### src/ltvrp_pkg.sv
// ============================================================================
// ltvrp_pkg
// Shared types and codes for the length-type-value record parser.
// ============================================================================
`timescale 1ns / 1ps
`default_nettype none

package ltvrp_pkg;

  // Request codes carried in req_type.
  localparam logic REQ_START = 1'b0;
  localparam logic REQ_DATA  = 1'b1;

  // Result kinds.
  localparam logic [1:0] KIND_VALUE = 2'd0;
  localparam logic [1:0] KIND_EMPTY = 2'd1;
  localparam logic [1:0] KIND_DONE  = 2'd2;
  localparam logic [1:0] KIND_ERROR = 2'd3;

  // Result queue sizing: one item may push two words.
  localparam int RES_DEPTH = 4;
  localparam int RES_PTR_W = $clog2(RES_DEPTH);
  localparam int RES_CNT_W = $clog2(RES_DEPTH + 1);

  typedef enum logic [2:0] {
    PH_IDLE,
    PH_LEN,
    PH_TYPE,
    PH_VALUE,
    PH_SWALLOW
  } phase_t;

  typedef struct packed {
    logic       req_type;
    logic [7:0] blob_len;
    logic [7:0] data_byte;
  } ltvrp_in_t;

  typedef struct packed {
    logic [1:0] result_kind;
    logic [7:0] entry_type;
    logic [7:0] value_byte;
    logic [7:0] value_index;
    logic       entry_end;
    logic       run_last;
  } ltvrp_out_t;

  typedef struct packed {
    phase_t     phase;
    logic [7:0] blob_left;
    logic [7:0] rec_left;
    logic [7:0] cur_type;
    logic [7:0] val_pos;
    logic       cur_dup;
  } ltvrp_state_t;

  typedef struct packed {
    logic clear;
    logic set;
  } ltvrp_seen_ctl_t;

  typedef struct packed {
    logic [1:0] count;
    ltvrp_out_t word0;
    ltvrp_out_t word1;
  } ltvrp_res_t;

endpackage

`default_nettype wire

### src/ltvrp_seen.sv
// ============================================================================
// ltvrp_seen
// Store of record types already met in the current blob.
// ============================================================================
`timescale 1ns / 1ps
`default_nettype none

module ltvrp_seen
  import ltvrp_pkg::*;
(
  input  wire logic            clk,
  input  wire logic            rst,
  input  wire logic            look,
  input  wire logic [7:0]      look_addr,
  input  wire logic            start_held,
  input  wire logic            en,
  input  wire ltvrp_seen_ctl_t ctl,
  input  wire logic [7:0]      addr,
  output logic                 hit,
  output logic                 busy
);

  // Each entry holds the number of the blob that last met its type, so a
  // start word only has to step the blob number. Number zero is never used
  // by a blob and is what the clearing pass writes.
  logic [7:0] mark [256];
  logic [7:0] mark_q;
  logic [7:0] epoch;
  logic       clearing;
  logic [7:0] clr_addr;
  logic       wrap_due;

  // A start word that would wrap the blob number waits for a clearing pass.
  assign wrap_due = start_held && (epoch == 8'hFF);
  assign busy     = clearing || wrap_due;
  assign hit      = (mark_q == epoch);

  always_ff @(posedge clk) begin
    if (clearing) begin
      mark[clr_addr] <= 8'd0;
    end else if (en && ctl.set) begin
      mark[addr] <= epoch;
    end
  end

  // The entry is read as the word enters the input register. Type bytes are
  // always separated by a length byte, so the entry is never written between
  // this read and the parse that uses it.
  always_ff @(posedge clk) begin
    if (look) begin
      mark_q <= mark[look_addr];
    end
  end

  always_ff @(posedge clk) begin
    if (rst) begin
      epoch    <= 8'd0;
      clearing <= 1'b1;
      clr_addr <= 8'd0;
    end else if (clearing) begin
      clr_addr <= clr_addr + 8'd1;
      if (clr_addr == 8'hFF) begin
        clearing <= 1'b0;
        epoch    <= 8'd0;
      end
    end else if (wrap_due) begin
      clearing <= 1'b1;
      clr_addr <= 8'd0;
    end else if (en && ctl.clear) begin
      epoch <= epoch + 8'd1;
    end
  end

endmodule

`default_nettype wire

### src/ltvrp_step.sv
// ============================================================================
// ltvrp_step
// Combinational parse step: one byte against the parser state.
// ============================================================================
`timescale 1ns / 1ps
`default_nettype none

module ltvrp_step
  import ltvrp_pkg::*;
(
  input  wire ltvrp_state_t    st,
  input  wire ltvrp_in_t       item,
  input  wire logic            seen_hit,
  output ltvrp_state_t         st_next,
  output ltvrp_seen_ctl_t      seen_ctl,
  output ltvrp_res_t           res
);

  logic       p_valid;
  ltvrp_out_t p_word;
  logic       d_valid;
  ltvrp_out_t d_word;
  logic [7:0] bl;
  logic [7:0] rl;
  logic       blob_end;

  always_comb begin
    st_next        = st;
    seen_ctl       = '0;
    p_valid        = 1'b0;
    p_word         = '0;
    d_valid        = 1'b0;
    d_word         = '0;
    d_word.result_kind = KIND_DONE;
    bl             = st.blob_left - 8'd1;
    rl             = st.rec_left - 8'd1;
    blob_end       = (bl == 8'd0);

    if (item.req_type == REQ_START) begin
      seen_ctl.clear    = 1'b1;
      st_next.rec_left  = '0;
      st_next.cur_type  = '0;
      st_next.val_pos   = '0;
      st_next.cur_dup   = 1'b0;
      st_next.blob_left = item.blob_len;
      if (item.blob_len == 8'd0) begin
        st_next.phase = PH_IDLE;
        d_valid       = 1'b1;
      end else begin
        st_next.phase = PH_LEN;
      end
    end else if (st.phase != PH_IDLE && st.blob_left != 8'd0) begin
      st_next.blob_left = bl;
      unique case (st.phase)
        PH_LEN: begin
          if (item.data_byte == 8'd0) begin
            if (blob_end) begin
              st_next.phase = PH_IDLE;
              d_valid       = 1'b1;
            end
          end else if (item.data_byte > bl) begin
            p_valid            = 1'b1;
            p_word.result_kind = KIND_ERROR;
            st_next.phase      = blob_end ? PH_IDLE : PH_SWALLOW;
          end else begin
            st_next.rec_left = item.data_byte;
            st_next.phase    = PH_TYPE;
          end
        end
        PH_TYPE: begin
          st_next.cur_type = item.data_byte;
          st_next.rec_left = rl;
          st_next.cur_dup  = seen_hit;
          st_next.val_pos  = '0;
          seen_ctl.set     = 1'b1;
          if (rl == 8'd0) begin
            if (!seen_hit) begin
              p_valid            = 1'b1;
              p_word.result_kind = KIND_EMPTY;
              p_word.entry_type  = item.data_byte;
            end
            st_next.phase = PH_LEN;
          end else begin
            st_next.phase = PH_VALUE;
          end
          if (blob_end) begin
            st_next.phase = PH_IDLE;
            d_valid       = 1'b1;
          end
        end
        PH_VALUE: begin
          if (!st.cur_dup) begin
            p_valid            = 1'b1;
            p_word.result_kind = KIND_VALUE;
            p_word.entry_type  = st.cur_type;
            p_word.value_byte  = item.data_byte;
            p_word.value_index = st.val_pos;
            p_word.entry_end   = (st.rec_left == 8'd1);
          end
          st_next.val_pos  = st.val_pos + 8'd1;
          st_next.rec_left = rl;
          if (rl == 8'd0) begin
            st_next.phase = PH_LEN;
          end
          if (blob_end) begin
            st_next.phase = PH_IDLE;
            d_valid       = 1'b1;
          end
        end
        default: begin
          if (blob_end) begin
            st_next.phase = PH_IDLE;
          end
        end
      endcase
    end else begin
      st_next.phase = PH_IDLE;
    end

    // Pack the results: the record result, if any, goes ahead of done.
    p_word.run_last   = !d_valid;
    d_word.run_last   = 1'b1;
    res.count         = {1'b0, p_valid} + {1'b0, d_valid};
    res.word0         = p_valid ? p_word : d_word;
    res.word1         = d_word;
  end

endmodule

`default_nettype wire

### src/ltvrp_res_fifo.sv
// ============================================================================
// ltvrp_res_fifo
// Small queue taking up to two results a cycle, giving one if not stalled.
// ============================================================================
`timescale 1ns / 1ps
`default_nettype none

module ltvrp_res_fifo
  import ltvrp_pkg::*;
(
  input  wire logic                 clk,
  input  wire logic                 rst,
  input  wire logic                 push,
  input  wire ltvrp_res_t           res,
  output logic [RES_CNT_W-1:0]      count,
  output logic                      result_valid,
  input  wire logic                 result_stall,
  output ltvrp_out_t                result
);

  ltvrp_out_t           mem [RES_DEPTH];
  logic [RES_PTR_W-1:0] wr_ptr;
  logic [RES_PTR_W-1:0] rd_ptr;
  logic [1:0]           push_n;
  logic                 pop;

  assign push_n       = push ? res.count : 2'd0;
  assign result_valid = (count != '0);
  assign pop          = result_valid && !result_stall;
  assign result       = mem[rd_ptr];

  always_ff @(posedge clk) begin
    if (push_n != 2'd0) begin
      mem[wr_ptr] <= res.word0;
    end
    if (push_n == 2'd2) begin
      mem[wr_ptr + RES_PTR_W'(1)] <= res.word1;
    end
  end

  always_ff @(posedge clk) begin
    if (rst) begin
      wr_ptr <= '0;
      rd_ptr <= '0;
      count  <= '0;
    end else begin
      wr_ptr <= wr_ptr + RES_PTR_W'(push_n);
      rd_ptr <= rd_ptr + RES_PTR_W'(pop);
      count  <= count + RES_CNT_W'(push_n) - RES_CNT_W'(pop);
    end
  end

endmodule

`default_nettype wire

### src/ltvrp_record_parser_core.sv
`timescale 1ns / 1ps
`default_nettype none
// ============================================================================
// ltv_record_parser_core
// Length-type-value record parser taking one blob byte per word.
// ============================================================================
// The parser takes one word per clock cycle unless it stalls. A start word
// opens a blob of the given length, and data words carry its bytes in order.
// Every value byte of a record comes out tagged with its type and index, a
// record with no value gives one empty-entry word, a record whose type has
// already been seen in the blob is consumed silently, and a good blob closes
// with a done word. A length byte that overruns the blob gives an error word
// at once and the rest of the blob is swallowed. An accepted word is held in
// an input register, is parsed there by a single combinational step, and
// its results (none, one or two) are written into a four-word result queue
// as the register moves on. The input register moves on whenever the queue
// has room for two words and the seen-type store is neither clearing nor
// waiting to clear, so words are taken back to back while the consumer
// keeps up; a data word that gives two results (an empty record or a value
// byte that closes the blob) sends two words through the output port, and
// the queue depth sets how far such bursts can run ahead of the consumer.
// The run_last flag marks the final result of each input word. The seen-type
// store is a 256-entry memory that holds, for each type, the number of the
// blob that last met it, so a start word only steps the blob number. The
// store is cleared by a pass over all its entries after reset, during which
// no word is parsed, and again when the blob number would wrap: the 256th
// start word after each pass is held while the store is cleared.
// ============================================================================

module ltv_record_parser_core
  import ltvrp_pkg::*;
(
  input  wire logic       clk,
  input  wire logic       rst,
  input  wire logic       item_valid,
  output logic            item_stall,
  input  wire ltvrp_in_t  item,
  output logic            result_valid,
  input  wire logic       result_stall,
  output ltvrp_out_t      result
);

  // Input register.
  ltvrp_in_t    item_q;
  logic         item_q_valid;
  logic         item_q_valid_next;
  logic         accept;
  logic         advance;

  // Parser state and step outputs.
  ltvrp_state_t    st;
  ltvrp_state_t    st_next;
  ltvrp_seen_ctl_t seen_ctl;
  ltvrp_res_t      res;
  logic            seen_hit;
  logic            seen_busy;
  logic            start_held;

  logic [RES_CNT_W-1:0] res_count;

  // The held word is parsed once the queue can take two more words and the
  // seen-type store is ready. Both conditions come from registers, so stall
  // does not depend on the consumer's stall within the same cycle.
  assign start_held = item_q_valid && (item_q.req_type == REQ_START);
  assign advance    = item_q_valid && !seen_busy &&
                      (res_count <= RES_CNT_W'(RES_DEPTH - 2));
  assign item_stall = item_q_valid && !advance;
  assign accept     = item_valid && !item_stall;

  always_comb begin
    item_q_valid_next = item_q_valid;
    if (accept) begin
      item_q_valid_next = 1'b1;
    end else if (advance) begin
      item_q_valid_next = 1'b0;
    end
  end

  always_ff @(posedge clk) begin
    if (rst) begin
      item_q_valid <= 1'b0;
    end else begin
      item_q_valid <= item_q_valid_next;
    end
  end

  always_ff @(posedge clk) begin
    if (accept) begin
      item_q <= item;
    end
  end

  // Parser state advances with each parsed word.
  always_ff @(posedge clk) begin
    if (rst) begin
      st.phase     <= PH_IDLE;
      st.blob_left <= '0;
      st.rec_left  <= '0;
      st.cur_type  <= '0;
      st.val_pos   <= '0;
      st.cur_dup   <= 1'b0;
    end else if (advance) begin
      st <= st_next;
    end
  end

  // The store is looked up as a word is accepted, so its answer is ready in
  // a register by the time the word is parsed.
  ltvrp_seen u_seen (
    .clk        (clk),
    .rst        (rst),
    .look       (accept),
    .look_addr  (item.data_byte),
    .start_held (start_held),
    .en         (advance),
    .ctl        (seen_ctl),
    .addr       (item_q.data_byte),
    .hit        (seen_hit),
    .busy       (seen_busy)
  );

  ltvrp_step u_step (
    .st       (st),
    .item     (item_q),
    .seen_hit (seen_hit),
    .st_next  (st_next),
    .seen_ctl (seen_ctl),
    .res      (res)
  );

  ltvrp_res_fifo u_res_fifo (
    .clk          (clk),
    .rst          (rst),
    .push         (advance),
    .res          (res),
    .count        (res_count),
    .result_valid (result_valid),
    .result_stall (result_stall),
    .result       (result)
  );

endmodule

`default_nettype wire

### config.mk
export PLATFORM = sky130hd
export DESIGN_NAME = ltv_record_parser_core
export DESIGN_NICKNAME = d
export VERILOG_FILES = /design/src/ltvrp_pkg.sv /design/src/ltvrp_seen.sv /design/src/ltvrp_step.sv /design/src/ltvrp_res_fifo.sv /design/src/ltvrp_record_parser_core.sv
export SDC_FILE = /design/constraint.sdc
export NUM_CORES = 2
export LEC_CHECK = 0
export BUFFER_PORTS_ARGS = -buffer_cell sky130_fd_sc_hd__buf_4
export CORE_ASPECT_RATIO = 0.6
export CORE_MARGIN = 8
export CORE_UTILIZATION = 55
export CTS_BUF_LIST = sky130_fd_sc_hd__clkbuf_8
export DETAILED_ROUTE_END_ITERATION = 16
export GPL_TIMING_DRIVEN = 1
export PLACE_DENSITY = 0.8
export SLEW_MARGIN = 25
export SYNTH_ARGS = -nofsm -noshare
export SYNTH_HDL_FRONTEND = slang
export SYNTH_SLANG_ARGS = --single-unit
### constraint.sdc
create_clock -name clk -period 8.3 [get_ports clk]
set_clock_uncertainty 0.05 [all_clocks]
set_input_delay 1.245 -clock clk [delete_from_list [all_inputs] [get_ports clk]]
set_output_delay 1.245 -clock clk [all_outputs]
set_load 0.05 [all_outputs]
; ---- After elaboration in Yosys (flattened, before gate mapping)
; Memories as Yosys holds them, arrays and structs flattened. A register that Yosys moved wholly into a read port is not among the register bits.
; Cells that the tools add are included.
[word_totals]
n_memories = 2
register_bits = 78
ram_bits = 2160
[op_classes]
bitwise_logic = 1
addsub = 11
n_reduce_logical = 35
mux = 73
n_eq_ne = 17
n_lt_le_gt_ge = 2
[mem_list]
columns = name, words, word_bits, read_ports, rd_ports_with_merged_regs, write_ports, line
row1 = u_seen.mark, 256, 8, 1, 1, 1, ltvrp_seen.sv:26  ; logic [7:0] mark [256];
row2 = u_res_fifo.mem, 4, 28, 1, 1, 2, ltvrp_res_fifo.sv:21  ; ltvrp_out_t mem [RES_DEPTH];
[ops]
columns = operator, n
row1 = $mux 8, 11
row2 = $mux 27, 2
row3 = $pmux 8 s2, 3
row4 = $mux 36, 1
row5 = $mux 1, 33
row6 = $mux 33, 1
row7 = $logic_not 8->1, 4
row8 = $mux 28, 1
row9 = $mux 25, 1
row10 = $add 8x1->8 const B, 3
row11 = $mux 3, 7
row12 = $mux 17, 1
row13 = $eq 8x8->1 const B, 2
row14 = $sub 8x1->8 const B, 2
row15 = $mux 2, 6
row16 = $logic_and 1x1->1, 10
row17 = $mux 10, 1
row18 = $mux 9, 1
row19 = $pmux 3 s3, 1
row20 = $reduce_and 3->1, 3
row21 = $eq 8x1->1 const B, 1
row22 = $eq 8x8->1, 1
row23 = $gt 8x8->1, 1
row24 = $reduce_bool 2->1, 4
row25 = other kinds (28), 38

; ---- Longest topological paths before layout
[depth]
word_depth = 13
mapped_depth = 20
mapped_depth_nobuf = 17

; ---- By module
; Synthesis repeated with hierarchy kept, for this count alone.
[unflattened]
cells_unflattened = 4801
area_unflattened_um2 = 90719.5
[by_module_without_submodules]
columns = module, instances, seq_area_each_um2, area_per_inst_um2, cells_each
row1 = ltvrp_seen, 1, 62079.5, 80527.2, 3959
row2 = ltvrp_res_fifo, 1, 3503.4, 5798.1, 323
row3 = ltv_record_parser_core, 1, 1251.2, 2197.1, 181
row4 = ltvrp_step, 1, 0.0, 2197.1, 338

; ---- Least setup slack after synthesis
; No wires, ideal clock.
[synth_timing]
kind = register to register
from = reg st[25] (netlist name)
to = mem u_seen.mark[0][3] (data pin)
path_buffers = 2
t_arrival_ns = 7.586
path_stages_with_launch = 9
setup_slack_ns = -0.726
setup_ns = 1.389
cell_sequence = dfxtp_1 inv_1 ha_1 or4b_1 buf_2 o21ai_4 or4_4 buf_8 nor2_1
[synth_between]
elab_chain_cells = 10
[synth_rtl]
columns = element, line
row1 = $reduce_bool 8->1, ltvrp_step.sv:52  ; end else if (st.phase != PH_IDLE && st.blob_left != 8'd0) begin
row2 = $logic_and 1x1->1, ltvrp_step.sv:52
row3 = $mux 1, ltvrp_step.sv:52
row4 = $mux 1, ltvrp_step.sv:39  ; if (item.req_type == REQ_START) begin
row5 = $logic_and 1x1->1, ltvrp_seen.sv:41  ; end else if (en && ctl.set) begin
row6 = $mux 1, ltvrp_seen.sv:41
row7 = $mux 1, ltvrp_seen.sv:39  ; if (clearing) begin
row8 = $mux 1 (implied by the code), ltvrp_seen.sv:42  ; mark[addr] <= epoch;
row9 = $reduce_or 8->1 (no line), --
row10 = $mux 8 (no line), --
row11 = end: declaration, ltvrp_seen.sv:26
; Every way passes these cells.

==> summary.txt <==
Status
  • Status: finished, final reports clean

STA
  • Slew margin rel.: 0.240
  • Final Max Tran Viols: 0
  • Final hold vios: 0
  • Unrepaired setup endpoints after global routing: no
  • Fin Setup TNS: 0 ns
  • Post-route minimum period: 5.88 ns
  • Max Fclk: ~170 MHz
  • Setup Viol. Count Final: 0
  • Fin crit share: 0.708
  • Worst Slack Setup Final: 2.42 ns
  • Worst slew pin tran: 1.14 ns
  • Fin Hold WS: 0.406 ns

Detailed routing
  • Avg WL per Cell: 30.7 µm
  • DR DRC count: 0
  • Vias per std cell: roughly 6.7
  • Drt initial violations: 7815
  • DRT Pass-1 Iters: 6
  • Vias after detailed routing: 49.2k
  • Total Wirelength: 224000 µm
  • Routed Antenna Nets: 0

Setup path
  • Reg2Reg Launch Point: st[25]$_SDFFE_PP0P_
  • WP data arrival: 6.57 ns
  • Critical path class: flop to flop
  • CP Capture Type: flop
  • Critical path launch point: st[25]$_SDFFE_PP0P_
  • Crit path max fanout: 21
  • Worst endpoint required time: 9.00 ns
  • Crit path launch type: flop

Placement
  • Pre-CTS worst setup slack: 2.57 ns
  • DP Wirelength: 133000 µm
  • Final Wtd Congestion: between 0.8 and 0.9
  • Port Buffers: 50

Floorplan
  • Total Die Area: 175000 µm²
  • Row cnt: roughly 110
  • Initial Utilization: 0.552
  • Die width: 534 µm
  • Die Ht: approximately 330 µm
  • IO Pins: between 50 and 60
  • Core Area: approximately 160000 µm²

Cells and area
  • Final core occ: 0.611
  • Layout Nets: 4966
  • Layout cells sized above 1: 0.255
  • Area grow syn2layout: 10.7%

Power and ir drop
  • Overall power: 20.8 mW
  • Power per cell area: 212 nW/µm²
  • VDD IR max: 0.226 mV
  • Leakage power: between 30 and 40 nW

Logic synthesis
  • Syn nets: 4711
  • Ys flop type: edfxtp_1
  • Mapped Area: 88600 µm²
  • Mean post-synth cell area: roughly 19 µm²
  • Syn Inst Count: ~4.7k
  • Post-synth EDFFs: 2073
  • FF+latch count, synth: 2246
  • Yosys cell types: 95
  • Yosys warnings: 0
  • Post-synthesis sequential area ratio: 0.742
  • Async SR Flop Fraction: 0

Global route
  • GRT Total Usage: 0.251
  • Largest net degree at the start of global routing: 257
  • Initial antenna violation count: 11
  • First-pass GRT wire length: 326000 µm
  • Total grt overflow: 0
  • Vias in the first global route: 47.6k

CTS
  • Clock Tree Buf Depth: 4
  • CTS Hold Bufs: 0
  • Post-CTS Setup Inserts: 0
  • CTS tree: done
  • Reg clk slew, reported paths: approximately 0.07 ns
  • Cts bufs inserted: roughly 300
  • Worst-Skew Late Latency: 0.91 ns
  • Post-CTS sizing: 0
  • # H-tree levels: 5
  • Num Clock Sinks: 2246
  • Clock root cell: clkbuf_8

Job
  • Max cap viols: 0

Min path
  • Hold Crit Class: flop to flop
  • Hold Startpoint: u_res_fifo.mem[3][4]$_SDFFE_PP0P_
-- synthesized netlist by cell type (7+ instances only) --
master    number  area (µm²)
nand4_1       14        87.6
xor2_1        10        87.6
edfxtp_1    2073       62200
nor2b_1       19         119
nor2_2         9        56.3
nor3_2        17         170
and3_1        14        87.6
buf_1         34         128
or3_1         10        62.6
a221oi_1       8        70.1
clkbuf_1     152         571
nor3_1       227        1140
nor4_1        28         175
o22ai_1       87         544
o22a_1         8        70.1
a31oi_1       21         131
and2_1        24         150
or2_2         11        68.8
mux4_2       508       11400
o221ai_1      23         201
xnor2_1       25         219
nand2b_1      16         100
a32o_1         9        90.1
nand3_1       32         160
nor3b_1        7        52.6
o211ai_1      22         165
nand2_1      246         923
dfxtp_1      173        3460
a21oi_1      131         656
mux2i_1      116        1160
ha_1          22         275
inv_1         21        78.8
a22o_1        47         412
a22oi_1       89         668
nor2_1       134         503
o21ai_0       12        60.1
buf_2        116         581
a211oi_1      32         240
-- logic make-up after synthesis --
family                   share of synthesized area
AO/OA/AOI/OAI                               0.0442
XOR/XNOR                                   0.00346
flip-flops                                   0.742
buffers and inverters                       0.0166
multiplexers                                 0.143
adder cells (fa/ha/maj)                    0.00333
AND/OR/NAND/NOR                             0.0476
-- cells in the final DEF (no fill, tap or decap), drive strengths merged, types with 14 or more instances in the layout --
master,count
nor2b,19
a22o,53
nand2,253
nand4,14
a31oi,24
edfxtp,2073
a22oi,89
and2,25
clkinv,92
mux2i,119
nand2b,16
mux4,508
xnor2,25
a21oi,131
a211oi,33
o221ai,23
nor4,31
dfxtp,173
clkbuf,308
o21ai,15
nor3,244
ha,22
or2,14
buf,266
and3,14
nor2,143
nand3,32
o211ai,22
o22ai,87
inv,127
-- worst max-delay path, cell delays in order, from the launching register on --
cell and delay [ns]:
dfxtp_1 0.34, or3_1 0.49, xor2_1 0.43, ha_1 0.36, a21oi_1 0.14, a31oi_1 0.12, o21ai_0 0.61, nor4_1 0.15
a211o_1 0.46, ha_1 0.49, nor2_1 0.42, or2_2 0.21, or3_1 0.69, nor2_1 0.10, a221o_1 0.46, a22o_1 0.23
-- cell type report --
| type | instances | area, µm² |
|---|---|---|
| Antenna cell | 9 | 22.5 |
| Clock buffer | 308 | 4240 |
| Clock inverter | 210 | 1040 |
| Fill cell | 10800 | 62400 |
| Inverter | 22 | 82.6 |
| Multi-Input combinational cell | 2085 | 22000 |
| Sequential cell | 2246 | 65700 |
| Tap cell | 2146 | 2690 |
| Timing Repair Buffer | 266 | 2330 |
-- stage by stage --
stage                     area [µm²]  instances
after detailed placement       92700       6760
after floorplan                88600       4667
after global routing           98100       7285
after global placement         92200       6757
after CTS                      97900       7278
final                          98100       7292
-- power breakdown --
group          internal (mW)  total (mW)  leakage [nW]  switching (mW)
Clock                   3.62        7.69          3.06            4.08
Sequential              12.2        12.3          20.2          0.0759
Combinational          0.336       0.849          7.34           0.513
-- per-layer routing --
layer,vias up,wire length [µm],GRT usage
met4,6,6150,0.0652
met2,3791,94900,0.345
met5,-,40,0
li1,19800,-,-
met1,25100,86700,0.375
met3,494,36200,0.100
-- registers in the layout, summed over array words and instances (netlist names) --
| signal | cells |
|---|---|
| u_seen.mark | 2048 |
| u_res_fifo.mem | 112 |
| st | 36 |
| item_q | 17 |
| u_seen.clr_addr | 8 |
| u_seen.epoch | 8 |
| u_seen.mark_q | 8 |
| u_res_fifo.count | 3 |
| u_res_fifo.rd_ptr | 2 |
| u_res_fifo.wr_ptr | 2 |
| item_q_valid | 1 |
| u_seen.clearing | 1 |
-- path summary, 6_finish.rpt --
kind	depth (start not counted)	end	slack, ns
worst min-delay path	2	u_res_fifo.mem[3][4]$_SDFFE_PP0P_	0.41
worst min register to register	2	u_res_fifo.mem[3][4]$_SDFFE_PP0P_	0.41
worst max-delay path	15	u_res_fifo.mem[1][24]$_SDFFE_PP0P_	2.42
worst max register to register	15	u_res_fifo.mem[1][24]$_SDFFE_PP0P_	2.42
Power figures use the tool's default switching activity.
